<file path="config.mk">
export PLATFORM = sky130hd
export DESIGN_NAME = sprb_csr
export DESIGN_NICKNAME = d
export VERILOG_FILES = /design/src/rtl/sprb_pkg.sv /design/src/rtl/sprb_csr.sv
export SDC_FILE = /design/constraint.sdc
export NUM_CORES = 1
export LEC_CHECK = 0
export BUFFER_PORTS_ARGS = -buffer_cell sky130_fd_sc_hd__buf_2
export CORE_MARGIN = 4
export CORE_UTILIZATION = 39
export DETAILED_ROUTE_END_ITERATION = 8
export PLACE_DENSITY = 0.79
export SLEW_MARGIN = 0
export SYNTH_ARGS = -nofsm -noshare
export SYNTH_HDL_FRONTEND = slang
export SYNTH_SLANG_ARGS = --single-unit
</file>
<file path="constraint.sdc">
create_clock -name clock -period 1.1 [get_ports clock]
set_input_delay 0.22 -clock clock [delete_from_list [all_inputs] [get_ports clock]]
set_output_delay 0.22 -clock clock [all_outputs]
set_load 0.03 [all_outputs]
</file>
<file path="src/rtl/sprb_pkg.sv">
// Shared types and constants of the serial port ring buffers.
package sprb_pkg;

   localparam int CMD_W      = 3;
   localparam int BYTE_W     = 8;
   localparam int RX_SIZE_W  = 11;
   localparam int RX_COUNT_W = 10;
   localparam int TX_COUNT_W = 8;
   localparam int CSR_ADDR_W = 4;
   localparam int CSR_DATA_W = 32;
   localparam int REG_IDX_W  = 2;

   localparam logic [CMD_W-1:0] CMD_RX_BYTE  = 3'd0;
   localparam logic [CMD_W-1:0] CMD_READ     = 3'd1;
   localparam logic [CMD_W-1:0] CMD_WRITE    = 3'd2;
   localparam logic [CMD_W-1:0] CMD_TX_READY = 3'd3;
   localparam logic [CMD_W-1:0] CMD_TX_CLEAR = 3'd4;

   localparam logic [REG_IDX_W-1:0] REG_RX_SIZE   = 2'd0;
   localparam logic [REG_IDX_W-1:0] REG_CONSOLE   = 2'd1;
   localparam logic [REG_IDX_W-1:0] REG_BREAK_KEY = 2'd2;

   localparam logic [RX_SIZE_W-1:0] RX_SIZE_RESET   = 11'd256;
   localparam logic [BYTE_W-1:0]    BREAK_KEY_RESET = 8'd3;

   typedef struct packed {
      logic [RX_SIZE_W-1:0] rx_size;
      logic                 console_mode;
      logic [BYTE_W-1:0]    break_key;
      logic                 rx_size_wr;
   } cfg_type;

endpackage

</file>
<file path="src/rtl/sprb_csr.sv">
// Configuration register file behind the APB-style port.
module sprb_csr (
   input  logic                                 clock,
   input  logic                                 reset,
   input  logic                                 psel,
   input  logic                                 penable,
   input  logic                                 pwrite,
   input  logic [sprb_pkg::CSR_ADDR_W-1:0]      paddr,
   input  logic [sprb_pkg::CSR_DATA_W-1:0]      pwdata,
   output logic [sprb_pkg::CSR_DATA_W-1:0]      prdata,
   output logic                                 pready,
   output sprb_pkg::cfg_type                    cfg
);

   logic [sprb_pkg::RX_SIZE_W-1:0] rx_size_ff;
   logic                           console_ff;
   logic [sprb_pkg::BYTE_W-1:0]    break_key_ff;
   logic                           wr_en;
   logic [sprb_pkg::REG_IDX_W-1:0] reg_idx;

   assign pready  = 1'b1;
   assign reg_idx = paddr[sprb_pkg::CSR_ADDR_W-1:2];
   assign wr_en   = psel && penable && pwrite && pready;

   always_ff @(posedge clock) begin
      if (reset) begin
         rx_size_ff   <= sprb_pkg::RX_SIZE_RESET;
         console_ff   <= 1'b0;
         break_key_ff <= sprb_pkg::BREAK_KEY_RESET;
      end else if (wr_en) begin
         case (reg_idx)
            sprb_pkg::REG_RX_SIZE: begin
               rx_size_ff <= pwdata[sprb_pkg::RX_SIZE_W-1:0];
            end
            sprb_pkg::REG_CONSOLE: begin
               console_ff <= pwdata[0];
            end
            sprb_pkg::REG_BREAK_KEY: begin
               break_key_ff <= pwdata[sprb_pkg::BYTE_W-1:0];
            end
            default: begin
            end
         endcase
      end
   end

   always_comb begin
      case (reg_idx)
         sprb_pkg::REG_RX_SIZE:   prdata = sprb_pkg::CSR_DATA_W'(rx_size_ff);
         sprb_pkg::REG_CONSOLE:   prdata = sprb_pkg::CSR_DATA_W'(console_ff);
         sprb_pkg::REG_BREAK_KEY: prdata = sprb_pkg::CSR_DATA_W'(break_key_ff);
         default:                 prdata = '0;
      endcase
   end

   assign cfg.rx_size      = rx_size_ff;
   assign cfg.console_mode = console_ff;
   assign cfg.break_key    = break_key_ff;
   assign cfg.rx_size_wr   = wr_en && (reg_idx == sprb_pkg::REG_RX_SIZE);

endmodule

</file>
==> flow_summary.json <==
{
  "post-route-period-util_pct": 115.1,
  "drt-vias-per-instance": 4.379,
  "hp-class": "in -> reg",
  "clk_path_buf_depth": 2,
  "totalWireLength_um": 2998,
  "worstPathArrival_ns": 1.05,
  "min_period_ns": 1.267,
  "dp_slack_ns": -0.1185,
  "rr_endpoint": "rx_size_ff[2]",
  "max-vdd-ir-drop_v": 0.0008180,
  "area_growth_pct": 59.67,
  "coreArea_um2": 2853,
  "finalSetupViolations": 20,
  "grt.overflow.total": 0,
  "clk_pin_slew_ns": 0.12,
  "wl_per_cell_um": 12.76,
  "status": "finished, violations left",
  "switching_share_pct": 27.44,
  "drv_cap": 0,
  "pwr-share-seq_pct": 43.0,
  "ctsHtreeMaxLevel": 1,
  "skew_ns": 0,
  "grt_usage_pct": 14.19,
  "grt_pass1_wl_um": 4671,
  "synth_xor_area_share_pct": 0,
  "antenna_found_initial": 0,
  "place_congestion": 0.7391,
  "max_freq_mhz": 789.5,
  "ys_ff_latch": 20,
  "violations": "setup timing",
  "placement.io_buffers": 49,
  "hp-start": "pwdata[10]",
  "final_hold_viol_count": 0,
  "powerDensity_nw_per_um2": 892.3,
  "syn_avg_cell_area_um2": 9.236,
  "die_w_um": 63.70,
  "synth_mux_area_share_pct": 23.16,
  "synth_ff_type": "dfxtp_1",
  "hold_end": "rx_size_ff[10]",
  "clkPwrFrac_pct": 34.9,
  "syn_area_um2": 1210,
  "worstSetupPathType": "reg -> out",
  "rsz0062_at_grt": "true",
  "synth_simple_gate_area_share_pct": 23.89,
  "initialDrtViolationCount": 16,
  "async_flop_share_pct": 0,
  "switchingPower_uw": 473.0,
  "synth_compound_area_share_pct": 0.4137,
  "drive_gt1_share_pct": 59.80,
  "die_area_um2": 4058,
  "whs_ns": 0.1697,
  "yosys_warnings": 0,
  "reg2reg_from": "rx_size_ff[2]",
  "rows": 19,
  "io_pins": 95,
  "clkLatencyLatePin_ns": 0.30,
  "start_kind": "flip-flop",
  "r2r_slack_ns": 0.30,
  "seq_area_frac_synth_pct": 33.09,
  "required_ns": 0.88,
  "synthAdderAreaFrac_pct": 0,
  "r2r.worst_path.cells": 4,
  "clock-sinks": 20,
  "place_hpwl_um": 2018,
  "die_h_um": 63.70,
  "drc": 0,
  "cts_root_buf": "clkbuf_4",
  "grt_max_degree": 34,
  "slew_violations": 0,
  "synth_top_family_by_area": "simple AND/OR/NAND/NOR gates",
  "worstSetupEndpointType": "output port",
  "drtPass1Iterations": 4,
  "synth.area.top_cells": "dfxtp_1, mux2i_1, buf_4, nand2b_1, nor2_1",
  "yosys.cell_types.count": 15,
  "initial_core_util_pct": 42.41,
  "vias": 1029,
  "crit_fanout": 2,
  "synth-edff-count": 0,
  "p_int_mw": 1.251,
  "nets": 246,
  "worst_slack_ns": -0.1666,
  "grt_pass1_vias": 1028,
  "synth_common_cells": "mux2i_1, nand2b_1, buf_4",
  "ant_nets": 0,
  "synthCells": 131,
  "cts_tree": "yes",
  "hold_path_depth": 3,
  "yosysTopAreaCell": "dfxtp_1",
  "comb_power_share_pct": 22.0,
  "diodes": 0,
  "p_leak_nw": 0.9307,
  "postCtsHoldBufs": 0,
  "cts_inserted_buffers": 3,
  "yosysTopAreaCellShare_pct": 33.09
}
## critical path: stages (launching register included)
cell and delay (ns):
dfxtp_2 0.34, mux2i_1 0.19, o21ai_2 0.08, buf_6 0.14
## power groups by stage
stage	registers, mW	clock network (mW)	logic [mW]
6_report	0.742	0.602	0.380
5_1_grt	0.743	0.638	0.404
4_1_cts	0.741	0.610	0.365
3_5_place_dp	0.758	0	0.330
3_3_place_gp	0.758	0	0.329
2_1_floorplan	0.775	0	0.275
## layer usage
metal	GRT usage, %	up-vias	share of wire (%)
met5	0	-	0
met4	3.235	0	0.87
met1	17.26	461	40
li1	-	519	-
met2	25.03	45	51
met3	3.552	4	7.9
## worst max-delay path by stage
stage,startpoint,to,slack [ns],cells past startpoint
floorplan,break_key_ff[0],prdata[0],0.03,2
global placement,paddr[3],prdata[7],-0.12,5
detailed placement,paddr[3],prdata[5],-0.12,5
CTS,break_key_ff[0],prdata[0],-0.16,3
global route,break_key_ff[5],prdata[5],-0.22,3
finish,break_key_ff[0],prdata[0],-0.17,3
## per-stage QoR
stage / cell area, um^2 / TNS [ns] / power [mW] / utilization, % / cells
6_report: 1932 / -1.380 / 1.724 / 67.72 / 235
3_5_place_dp: 1519 / -1.866 / 1.088 / 53.25 / 213
4_1_cts: 1838 / -1.228 / 1.716 / 64.43 / 228
5_1_grt: 1932 / -2.241 / 1.785 / 67.72 / 235
2_1_floorplan: 1326 / 0 / 1.050 / - / 151
3_3_place_gp: 1519 / -1.678 / 1.086 / 53.25 / 213
## sequential cells by signal, summed over array words and instances, names as in the netlist
register and cells:
break_key_ff 8, console_ff 1, rx_size_ff 11
## placed cells by master, fill, tap and decap left out
cell | Yosys | layout
nand2b_4 | 0 | 1
o21ai_2 | 0 | 1
inv_6 | 1 | 1
bufinv_16 | 0 | 1
buf_2 | 1 | 19
conb_1 | 2 | 22
buf_12 | 0 | 3
clkbuf_4 | 0 | 5
nor2_1 | 14 | 6
mux2i_1 | 28 | 26
mux2i_2 | 0 | 2
nor2_2 | 0 | 8
dfxtp_2 | 0 | 20
nand3b_1 | 1 | 1
nand2b_1 | 28 | 27
and2_4 | 0 | 3
buf_4 | 24 | 23
nor3b_2 | 2 | 2
buf_6 | 2 | 32
nand3_2 | 1 | 1
## kinds of logic (layout without fill, tap and decap cells)
kind of cell	after synthesis	count (layout)
simple gates	49	49
buf+inv	31	84
mux	28	28
flops	20	20
other cells	2	22
compound gates	1	1
## cell type report
type,count,area (um^2)
fill,205,920.9
multi-input combinational,100,703.2
tap,31,38.79
inverter,1,8.758
clock inverter,1,30.03
sequential,20,425.4
clock buffer,3,22.52
timing repair buffer,79,703.2
## timing repair
action                                  CTS  global route
gates resized for setup                  60            20
buffers inserted                         11             9
endpoints found under the setup margin   13            29
pin swaps                                 8             0
Note: power is estimated with default switching activity, not from simulation.
